[src/rtl/pmpt_ram.sv]
// Generic single-write, single-read synchronous RAM with registered read data.
// Stand-alone; no package dependency.
module pmpt_ram #(
    parameter int WIDTH = 8,
    parameter int DEPTH = 16
) (
    input  logic                     clk,
    input  logic                     wr_en,
    input  logic [$clog2(DEPTH)-1:0] wr_addr,
    input  logic [WIDTH-1:0]         wr_data,
    input  logic                     rd_en,
    input  logic [$clog2(DEPTH)-1:0] rd_addr,
    output logic [WIDTH-1:0]         rd_data
);

    logic [WIDTH-1:0] mem [DEPTH];
    logic [WIDTH-1:0] rd_data_reg;

    // Write port.
    always_ff @(posedge clk)
    begin
        if (wr_en)
        begin
            mem[wr_addr] <= wr_data;
        end
    end

    // Read port; read data is registered.
    always_ff @(posedge clk)
    begin
        if (rd_en)
        begin
            rd_data_reg <= mem[rd_addr];
        end
    end

    assign rd_data = rd_data_reg;

endmodule

[config.mk]
export PLATFORM = sky130hd
export DESIGN_NAME = pmpt_ram
export DESIGN_NICKNAME = d
export VERILOG_FILES = /design/src/rtl/pmpt_ram.sv
export SDC_FILE = /design/constraint.sdc
export NUM_CORES = 1
export LEC_CHECK = 0
export BUFFER_PORTS_ARGS = -buffer_cell sky130_fd_sc_hd__buf_2
export CAP_MARGIN = 20
export CORE_UTILIZATION = 63
export CTS_BUF_LIST = sky130_fd_sc_hd__clkbuf_8
export DETAILED_ROUTE_END_ITERATION = 8
export GPL_ROUTABILITY_DRIVEN = 0
export GPL_TIMING_DRIVEN = 0
export PLACE_DENSITY = 0.82
export RECOVER_POWER = 25
export SETUP_SLACK_MARGIN = 0.02
export SLEW_MARGIN = 5
export SYNTH_ARGS = -nofsm -noshare
export SYNTH_HDL_FRONTEND = slang
export SYNTH_SLANG_ARGS = --single-unit
[constraint.sdc]
create_clock -name clk -period 2.1 [get_ports clk]
set_input_delay 0 -clock clk [delete_from_list [all_inputs] [get_ports clk]]
set_output_delay 0 -clock clk [all_outputs]
set_load 0.01 [all_outputs]
==> flow_metrics.py <==
metrics = {
    "status": {
        "outcome": "finished, final reports clean",
    },
    "worst_setup_path": {
        "critical-path-max-stage-delay_ns": 0.50,
        "rr_worst_depth": 3,
        "crit_path_max_fanout": 1,
        "critical_path_arrival_ns": 1.75,
        "cp.buffers_inverters": 0,
        "critical_path.reg2reg.startpoint": "mem[3][0]",
        "family_with_the_most_delay_on_the_worst_path": "multiplexers",
        "worstSetupStartpointType": "register",
        "cp_slowest_cell": "sky130_fd_sc_hd__mux4_1",
        "timing.reg2reg.setup_slack_ns": 0.54,
        "critical_path_depth": 3,
        "timing.rr.end": "rd_data[0]",
        "worst-setup-path-type": "reg -> reg",
        "timing.critical_path.required_ns": 2.28,
        "timing.critical_path.cells": "mux4_1, a22oi_1, nand2_1",
        "end_kind": "register",
    },
    "worst_hold_path": {
        "holdCritPathClass": "in -> reg",
        "min-delay-start": "wr_addr[1]",
        "whs_endpoint": "mem[0][5]",
        "timing.hold.worst_path_depth": 2,
    },
    "clocking": {
        "clockBufferDepth": 2,
        "clock_insertion_delay_worst_skew_ns": 0.44,
        "clockRootBuffer": "sky130_fd_sc_hd__clkbuf_8",
        "cts-buffers-inserted": 17,
        "clk_transition_reported_paths_ns": 0.07,
        "clock_sinks": 136,
        "cts_tree": "built",
        "post_cts_setup_buffer_count": 0,
        "cts_resized": 0,
        "htree_depth": 4,
        "hold_buffers": 11,
    },
    "cells_and_area": {
        "layout.cells.most_common_list": "sky130_fd_sc_hd__edfxtp_1 (136), sky130_fd_sc_hd__buf_2 (25), sky130_fd_sc_hd__mux4_2 (18), sky130_fd_sc_hd__clkbuf_8 (17), sky130_fd_sc_hd__a22oi_1 (16)",
        "nNetsFinal": 307,
        "area_delta_synth_final_pct": 15.1,
        "final_common_cell": "sky130_fd_sc_hd__edfxtp_1",
        "largest_register_ff_count": 128,
        "antenna_cells": 0,
        "final_layout_size_suffix_gt1_frac": 0.270,
    },
    "synth": {
        "synth_sequential_area_ratio": 0.781,
        "synth-xor-area-share": 0,
        "syn-num-nets": 248,
        "muxShareOfSynthArea": 0.148,
        "combinational_family_with_the_most_area_after_synthesis": "multiplexers",
        "postSynthCellCount": 229,
        "synth_adder_area_share": 0,
        "synth_largest_area_cell": "sky130_fd_sc_hd__edfxtp_1",
        "synth_warn": 0,
        "yosysUniqueCellTypes": 18,
        "mean_syn_cell_area_um2": 22.8,
        "synth.top_cell.area_share": 0.781,
        "synth_compound_gate_area_share": 0.0230,
        "yosys_register_bits": 136,
        "synthesized_area_mm2": 0.00523,
        "synthSimpleGateAreaFrac": 0.0314,
        "synthTopCellsByArea": "sky130_fd_sc_hd__edfxtp_1 (78%), sky130_fd_sc_hd__mux4_2 (7.8%), sky130_fd_sc_hd__mux4_1 (7.0%)",
    },
    "placement": {
        "port-buffer-count": 25,
        "hpwlAfterDp_um": 6390,
        "placement.setup.worst_slack_ns": 0.439,
    },
    "sta": {
        "setup_viol": 0,
        "hold_viol_final": 0,
        "finalClockSkew_ns": 0.0119,
        "timing.final.ws_setup_ns": 0.537,
        "layout_min_cycle_time_ns": 1.56,
        "slew_headroom": 0.458,
        "finalSetupTns_ns": 0,
        "grt_setup_unrepaired": "no",
        "final.period_utilization": 0.744,
        "worst_pin_slew_ns": 0.810,
        "slew_violations": 0,
        "fmax_mhz": 640,
    },
    "floorplan": {
        "initial_core_util": 0.663,
        "rows": 32,
        "die-height_um": 93.1,
        "floorplan.die_area_mm2": 0.00867,
        "die_x_um": 93.1,
        "top_level_ports": 27,
        "core_region_area_mm2": 0.00789,
    },
    "global_routing": {
        "grt_pass1_wl_um": 14600,
        "grt_start_max_net_pins": 17,
        "track_usage": 0.256,
        "antenna_found_initial": 0,
        "via_count_of_the_first_global_routing_pass": 2545,
        "global_route.overflow_total": 0,
    },
    "flow_run": {
        "drv.max_cap_violation_count": 0,
    },
    "detailed_routing": {
        "detail_route.drc_violations": 0,
        "drt-wirelength-per-cell_um": 24.2,
        "vias": 2538,
        "antenna_violating_nets_post_route": 0,
        "firstDrtPassIters": 4,
        "dr_vias_cell": 6.31,
        "drt_first_iter_violations": 329,
        "wirelength_um": 9740,
    },
    "power_and_ir_drop": {
        "p_leak_nw": 2.01,
        "power.ir.vdd_worst_v": 0.000511,
        "powerDensity_mw_per_mm2": 932,
    },
}
[final cells by class]
cell class	count	area, um2
Sequential cell	136	4080
Multi-Input combinational cell	83	1060
Clock inverter	14	181
Buffer	10	86.3
Tap cell	102	128
Timing Repair Buffer	40	246
Fill cell	397	1870
Clock buffer	17	234
[cells by family after synthesis]
group | after synthesis
mux | 32
simple gates | 35
flops | 136
compound gates | 16
buf+inv | 10
[per-stage QoR]
stage	std cells	hold slack [ns]	total power [mW]	instance area [um2]	util
after floorplan	229	0.0989	3.29	5230	-
after global placement	356	0.335	3.40	5480	0.695
after detailed placement	360	0.347	3.42	5500	0.697
after CTS	402	0.00199	5.61	6030	0.764
after global routing	402	0.0297	5.77	6020	0.763
final	402	0.0314	5.61	6020	0.763
[where the power goes]
group	switching, mW	total (mW)	internal (mW)	leakage [nW]
Clock	0.960	2.23	1.27	0.209
Combinational	0.171	0.300	0.129	0.569
Sequential	0.0147	3.07	3.06	1.24
[metal layers]
| layer | track usage | vias to the layer above | wire length [um] |
|---|---|---|---|
| li1 | - | 1101 | - |
| met1 | 0.348 | 1291 | 3800 |
| met2 | 0.397 | 126 | 4900 |
| met3 | 0.0699 | 20 | 826 |
| met4 | 0.114 | 0 | 210 |
| met5 | 0 | - | 0 |
[synth_stat cells, drive strengths merged]
master         instances
mux4                  32
nand3b                 2
nand2b                 2
nand2                  9
and2b                  1
or3b                   1
nor3                   4
a22oi                 16
nand3                  1
clkdlybuf4s25          3
buf                    7
edfxtp               136
nor2                  13
and2                   1
nor2b                  1
[how the worst max path moves through the flow]
stage                             to  slack [ns]  startpoint
after CTS                 rd_data[0]        0.54   mem[3][0]
after detailed placement   mem[3][7]        0.44  wr_addr[2]
after global placement     mem[0][7]        0.06  wr_addr[2]
after global routing      rd_data[0]        0.49   mem[1][0]
final                     rd_data[0]        0.54   mem[3][0]
after floorplan            mem[0][0]        0.61  wr_addr[2]
(Power assumes the default switching activity.)
