--- config.mk ---
export PLATFORM = sky130hd
export DESIGN_NAME = pmpt_ctrl
export DESIGN_NICKNAME = d
export VERILOG_FILES = /design/src/rtl/pmpt_pkg.sv /design/src/rtl/pmpt_ctrl.sv
export SDC_FILE = /design/constraint.sdc
export NUM_CORES = 1
export LEC_CHECK = 0
export ABC_AREA = 1
export BUFFER_PORTS_ARGS = -buffer_cell sky130_fd_sc_hd__clkbuf_2
export CAP_MARGIN = 5
export CORE_ASPECT_RATIO = 0.6
export CORE_MARGIN = 5
export CORE_UTILIZATION = 56
export DETAILED_ROUTE_END_ITERATION = 16
export PLACE_DENSITY = 0.88
export SYNTH_ARGS = -nofsm -noshare
export SYNTH_HDL_FRONTEND = slang
export SYNTH_SLANG_ARGS = --single-unit
--- constraint.sdc ---
create_clock -name clk -period 11.82 [get_ports clk]
set_input_delay 0.591 -clock clk [delete_from_list [all_inputs] [get_ports clk]]
set_output_delay 0.591 -clock clk [all_outputs]
set_load 0.05 [all_outputs]
--- src/rtl/pmpt_pkg.sv ---
// Shared types and constants for the position map predecessor table.
// Holds the command, status and state encodings and the beat structs.
// No dependencies.
package pmpt_pkg;

    // Field widths fixed by the beat format.
    localparam int POS_W   = 24;
    localparam int LINE_W  = 24;
    localparam int COL_W   = 24;
    localparam int OFF_W   = 25;
    localparam int SUM_W   = 25;
    localparam int COUNT_W = 9;

    // Offset value stored for entries that carry no original offset.
    localparam logic [OFF_W-1:0] OFFSET_NONE = {OFF_W{1'b1}};

    typedef enum logic [1:0] {
        CMD_ADD    = 2'd0,
        CMD_RANGE  = 2'd1,
        CMD_LOOKUP = 2'd2,
        CMD_CLEAR  = 2'd3
    } cmd_e;

    typedef enum logic [1:0] {
        ST_OK   = 2'd0,
        ST_FULL = 2'd1,
        ST_MISS = 2'd2
    } status_e;

    typedef enum logic [2:0] {
        CS_IDLE,
        CS_EXEC,
        CS_APPEND2,
        CS_SEARCH,
        CS_FINAL,
        CS_RESP
    } ctrl_state_e;

    // One table entry as it is stored in the memory.
    typedef struct packed {
        logic [POS_W-1:0]  position;
        logic [LINE_W-1:0] line;
        logic [COL_W-1:0]  column;
        logic [OFF_W-1:0]  offset;
    } entry_t;

    localparam int ENTRY_W = $bits(entry_t);

    // One command beat.
    typedef struct packed {
        logic [1:0]               command;
        logic [POS_W-1:0]         position;
        logic [POS_W-1:0]         range_end;
        logic [LINE_W-1:0]        source_line;
        logic [COL_W-1:0]         source_column;
        logic signed [OFF_W-1:0]  source_offset;
    } cmd_t;

    // One result beat.
    typedef struct packed {
        logic [1:0]         status;
        logic [LINE_W-1:0]  found_line;
        logic [SUM_W-1:0]   found_column;
        logic               found_offset_valid;
        logic [SUM_W-1:0]   found_offset;
        logic [COUNT_W-1:0] entry_count;
    } result_t;

endpackage

--- src/rtl/pmpt_ctrl.sv ---
// Command sequencer of the position map predecessor table: appends, clear,
// and the binary search that issues one table read per cycle.
// Depends on pmpt_pkg; drives the ports of one pmpt_ram.
module pmpt_ctrl
    import pmpt_pkg::*;
#(
    parameter int TABLE_DEPTH = 256
) (
    input  logic                           clk,
    input  logic                           rst_n,
    input  logic                           cmd_valid,
    output logic                           cmd_ready,
    input  cmd_t                           cmd_in,
    output logic                           wr_en,
    output logic [$clog2(TABLE_DEPTH)-1:0] wr_addr,
    output entry_t                         wr_data,
    output logic                           rd_en,
    output logic [$clog2(TABLE_DEPTH)-1:0] rd_addr,
    input  entry_t                         rd_data,
    output logic                           done,
    input  logic                           take,
    output result_t                        result
);

    localparam int AW = $clog2(TABLE_DEPTH);
    localparam int CW = $clog2(TABLE_DEPTH + 1);

    ctrl_state_e state_reg, state_next;
    logic [CW-1:0] count_reg, count_next;

    cmd_t          cmd_reg, cmd_next;
    logic [CW-1:0] lo_reg, lo_next;
    logic [CW-1:0] hi_reg, hi_next;
    logic [CW-1:0] mid_reg, mid_next;
    entry_t        hit_reg, hit_next;
    logic          hit_valid_reg, hit_valid_next;
    result_t       res_reg, res_next;

    logic          full;
    logic          range_second;
    logic          le;
    logic [CW-1:0] step_lo;
    logic [CW-1:0] step_hi;
    logic          step_more;
    logic [CW-1:0] step_mid;
    logic [CW-1:0] start_mid;
    logic [POS_W-1:0] pos_delta;

    assign full         = (count_reg == CW'(TABLE_DEPTH));
    assign range_second = (cmd_reg.range_end > cmd_reg.position);
    assign start_mid    = (count_reg - CW'(1)) >> 1;

    // One search step: narrow the window [lo, hi) by the entry just read.
    always_comb
    begin
        le        = (rd_data.position <= cmd_reg.position);
        step_lo   = le ? (mid_reg + CW'(1)) : lo_reg;
        step_hi   = le ? hi_reg : mid_reg;
        step_more = (step_lo < step_hi);
        step_mid  = step_lo + ((step_hi - step_lo - CW'(1)) >> 1);
    end

    assign pos_delta = cmd_reg.position - hit_reg.position;

    // Next state.
    always_comb
    begin
        state_next = state_reg;
        unique case (state_reg)
            CS_IDLE:
            begin
                if (cmd_valid)
                begin
                    state_next = CS_EXEC;
                end
            end
            CS_EXEC:
            begin
                unique case (cmd_e'(cmd_reg.command))
                    CMD_RANGE:  state_next = range_second ? CS_APPEND2 : CS_RESP;
                    CMD_LOOKUP: state_next = (count_reg != '0) ? CS_SEARCH : CS_RESP;
                    CMD_ADD,
                    CMD_CLEAR:  state_next = CS_RESP;
                    default:    state_next = CS_RESP;
                endcase
            end
            CS_APPEND2:
            begin
                state_next = CS_RESP;
            end
            CS_SEARCH:
            begin
                if (!step_more)
                begin
                    state_next = CS_FINAL;
                end
            end
            CS_FINAL:
            begin
                state_next = CS_RESP;
            end
            CS_RESP:
            begin
                if (take)
                begin
                    state_next = CS_IDLE;
                end
            end
            default:
            begin
                state_next = CS_IDLE;
            end
        endcase
    end

    // Outputs and datapath.
    always_comb
    begin
        cmd_next       = cmd_reg;
        count_next     = count_reg;
        lo_next        = lo_reg;
        hi_next        = hi_reg;
        mid_next       = mid_reg;
        hit_next       = hit_reg;
        hit_valid_next = hit_valid_reg;
        res_next       = res_reg;
        cmd_ready      = 1'b0;
        done           = 1'b0;
        wr_en          = 1'b0;
        wr_addr        = count_reg[AW-1:0];
        wr_data        = '{position: cmd_reg.position, line: cmd_reg.source_line,
                           column: cmd_reg.source_column, offset: OFFSET_NONE};
        rd_en          = 1'b0;
        rd_addr        = mid_reg[AW-1:0];

        unique case (state_reg)
            CS_IDLE:
            begin
                cmd_ready = 1'b1;
                if (cmd_valid)
                begin
                    cmd_next = cmd_in;
                end
            end
            CS_EXEC:
            begin
                res_next        = '0;
                res_next.status = ST_OK;
                unique case (cmd_e'(cmd_reg.command))
                    CMD_ADD,
                    CMD_RANGE:
                    begin
                        if (cmd_e'(cmd_reg.command) == CMD_ADD)
                        begin
                            wr_data.offset = cmd_reg.source_offset;
                        end
                        if (full)
                        begin
                            res_next.status = ST_FULL;
                        end
                        else
                        begin
                            wr_en      = 1'b1;
                            count_next = count_reg + CW'(1);
                        end
                    end
                    CMD_LOOKUP:
                    begin
                        lo_next        = '0;
                        hi_next        = count_reg;
                        mid_next       = start_mid;
                        hit_valid_next = 1'b0;
                        rd_addr        = start_mid[AW-1:0];
                        if (count_reg != '0)
                        begin
                            rd_en = 1'b1;
                        end
                        else
                        begin
                            res_next.status = ST_MISS;
                        end
                    end
                    CMD_CLEAR:
                    begin
                        count_next = '0;
                    end
                    default:
                    begin
                        count_next = count_reg;
                    end
                endcase
            end
            CS_APPEND2:
            begin
                wr_data.position = cmd_reg.range_end;
                if (full)
                begin
                    res_next.status = ST_FULL;
                end
                else
                begin
                    wr_en      = 1'b1;
                    count_next = count_reg + CW'(1);
                end
            end
            CS_SEARCH:
            begin
                lo_next  = step_lo;
                hi_next  = step_hi;
                mid_next = step_mid;
                rd_addr  = step_mid[AW-1:0];
                rd_en    = step_more;
                if (le)
                begin
                    hit_next       = rd_data;
                    hit_valid_next = 1'b1;
                end
            end
            CS_FINAL:
            begin
                if (!hit_valid_reg)
                begin
                    res_next.status = ST_MISS;
                end
                else
                begin
                    res_next.found_line   = hit_reg.line;
                    res_next.found_column = {1'b0, hit_reg.column} + {1'b0, pos_delta};
                    if (!hit_reg.offset[OFF_W-1])
                    begin
                        res_next.found_offset_valid = 1'b1;
                        res_next.found_offset       = hit_reg.offset + {1'b0, pos_delta};
                    end
                end
            end
            CS_RESP:
            begin
                done = 1'b1;
            end
            default:
            begin
                done = 1'b0;
            end
        endcase
    end

    // The count reported is the count after the command.
    always_comb
    begin
        result             = res_reg;
        result.entry_count = COUNT_W'(count_reg);
    end

    // Control state.
    always_ff @(posedge clk or negedge rst_n)
    begin
        if (!rst_n)
        begin
            state_reg <= CS_IDLE;
            count_reg <= '0;
        end
        else
        begin
            state_reg <= state_next;
            count_reg <= count_next;
        end
    end

    // Working registers of the current command.
    always_ff @(posedge clk)
    begin
        cmd_reg       <= cmd_next;
        lo_reg        <= lo_next;
        hi_reg        <= hi_next;
        mid_reg       <= mid_next;
        hit_reg       <= hit_next;
        hit_valid_reg <= hit_valid_next;
        res_reg       <= res_next;
    end

endmodule
==> impl_metrics.ini <==
[global_routing]
grt_max_degree = 74
grt_overflow_total = 0
grt_pass1_wl_mm = 79.5
antenna_found_initial = 5
grt_pass1_vias = 13788
grt_usage_pct = 29.0

[final_layout]
final_common_cell = clkbuf_2
register_area_sq_um = 10100
drive_gt1_share_pct = 26.0
fin_util_pct = 67.1
multi_input_area_sq_um = 6340
nets = 2423
syn_to_final_growth_pct = 17.9
fin_area_sq_um = 20900
num-fill-cells = 2282
layout_common_cells = clkbuf_2 (426), edfxtp_1 (325), nand2_1 (234), inv_1 (224), a21oi_1 (149)
largest_register_ffs = 97

[floorplanning]
die_w_um = 240
top_level_ports = 427
die_y_um = 148
dieArea_sq_um = 35500
core_sq_um = 31200
start_util_pct = 56.9
row_count = 50

[timing]
worst_pin_slew_ps = 1090
clock_skew_ps = 17.1
grt_setup_unrepaired = false
fin_ws_ps = 5740
fin_crit_ps = 6080
clock.fmax_mhz = 164
maxSlewHeadroom_pct = 27.2
report.final.slew_viol_count = 0
finalHoldViolations = 0
fin_tns_setup_ps = 0
setup-violations-final = 0
period_share_pct = 51.5

[place]
gp_congestion = 0.971
placed_cell_area_sq_um = 20000
dp_slack_ps = 6300
hpwlAfterDp_mm = 41.6
portBuffers = 426

[power_and_ir_drop]
ir_worst_vdd_mv = 0.166
p_leak_uw = 0.00946
power_density_nw_per_um2 = 281

[drt]
via_per_inst = 5.61
wl_per_cell_um = 21.3
antenna_left = 0
first_iter_violations = 1210
vias = 13963
drt-pass1-iter-count = 5
drcViolationCount = 0
totalWireLength_mm = 53.1

[logic_synthesis]
ys_seq_area_share_pct = 56.6
post_synth_num_cell_types = 53
ys_seq_elements = 337
synthFlopType = edfxtp_1
yosys_warnings = 0
synth_area_sq_um = 17800
async_flop_share_pct = 3.56
avgSynthCellArea_sq_um = 10.7
syn_inst = 1659
synth_edf_count = 325
synth_fp_nets = 2034

[status]
status = finished clean

[clocking]
cts_max_path_buffers = 3
clkTransAtPathRegs_ps = 70
cts_sinks = 337
clk_latency_ps = 580
htree_levels = 1
cts_buffers = 31
cts_tree = yes
cts_root_buf = clkbuf_16

[critical_path]
end_kind = primary output
crit_required_ps = 11230
crit_path_frequent_cell = nand2_1
arrival_ps = 5490
path_max_fanout = 31
cpMaxStageDelayCell = edfxtp_1
cpPeakStageDelay_ps = 410
reg2reg_depth = 27
start_kind = flop
worstSetupPathType = flop to primary output

[flow_run]
max_cap_viol_count = 0

[min_path]
hp-class = input pin to flop
min_path_cells = 1
-- layer usage --
metal / part of all wire (%) / vias up / wire, um / GRT usage (%)
met5: 0.021 / - / 11 / 0
met4: 4.0 / 2 / 2120 / 10.2
met3: 9.4 / 121 / 5020 / 5.99
met2: 47 / 767 / 25100 / 48.0
met1: 39 / 6595 / 20900 / 38.5
li1: - / 6478 / - / -
-- worst paths after layout --
kind	startpoint	end	slack, ps
setup / recovery	cmd_reg[114]	rd_addr[6]	5740
hold / removal	cmd_in[80]	cmd_reg[80]	190
setup reg to reg	cmd_reg[114]	mid_reg[8]	6700
hold reg to reg	hit_reg[67]	result[78]	540
max in group asynchronous	rst_n	count_reg[7]	11110
min in group asynchronous	rst_n	count_reg[8]	460
-- critical path, delay by kind of cell, from the launching register on --
family	cells	cell delay, ps
compound gates	5	1290
xor+xnor	1	180
buf+inv	4	650
flops	1	410
simple gates	15	1560
fa+ha+maj	3	820
-- timing repair --
item	4_1_cts	5_1_grt
hold endpoints to repair	12	0
hold buffers	1	0
buffers inserted	0	0
gates resized for setup	0	0
-- power breakdown --
| group | switching, uW | internal, uW |
|---|---|---|
| combinational | 2310 | 774 |
| sequential | 121 | 1720 |
| clock | 450 | 502 |
-- final cells by class --
type | instances | area share (%)
diodes | 4 | 0.0478
clock buffers | 37 | 3.81
clock inverters | 18 | 0.579
inverters | 231 | 4.14
multi-input cells | 1009 | 30.3
flip-flops and latches | 337 | 48.0
well taps | 416 | 2.48
repair buffers | 438 | 10.6
-- synth_stat cells (5+ instances only) --
library cell | instances | area share (%)
a21o_1 | 6 | 0.25
a21oi_1 | 149 | 4.2
a31oi_1 | 7 | 0.25
buf_4 | 57 | 2.4
clkbuf_1 | 21 | 0.44
dfrtp_1 | 12 | 1.7
edfxtp_1 | 325 | 55
ha_1 | 148 | 10
inv_1 | 224 | 4.7
nand2_1 | 235 | 5.0
nand2_2 | 13 | 0.46
nand2_4 | 7 | 0.44
nand3_1 | 37 | 1.0
nand3_2 | 9 | 0.51
nand4_1 | 10 | 0.35
nor2_1 | 118 | 2.5
nor3_1 | 14 | 0.39
o21a_1 | 17 | 0.72
o21ai_0 | 116 | 3.3
o21ai_1 | 21 | 0.59
o21bai_1 | 6 | 0.25
o221ai_1 | 7 | 0.35
or2_2 | 5 | 0.18
xnor2_1 | 12 | 0.59
xor2_1 | 25 | 1.2
-- through the flow --
step                hold slack [ps]  power, uW  cells
finish                          186       5880   2490
floorplan                       295       4150   1659
CTS                             163       5860   2486
detailed placement              501       4900   2430
global placement                493       4810   2430
global route                    161       6190   2490
-- cell families (layout without fill, tap and decap cells) --
logic type | Yosys count | after routing | synth area share [%]
AOI/OAI and AO/OA | 352 | 352 | 10.9
xor gates and xnor gates | 37 | 37 | 1.82
adders and majority gates | 151 | 151 | 10.8
buffers and inverters | 313 | 724 | 7.90
DFF | 337 | 337 | 56.6
muxes | 1 | 1 | 0.0563
other | 0 | 4 | 0
and+or+nand+nor | 468 | 468 | 11.9
(Power assumes the default switching activity.)
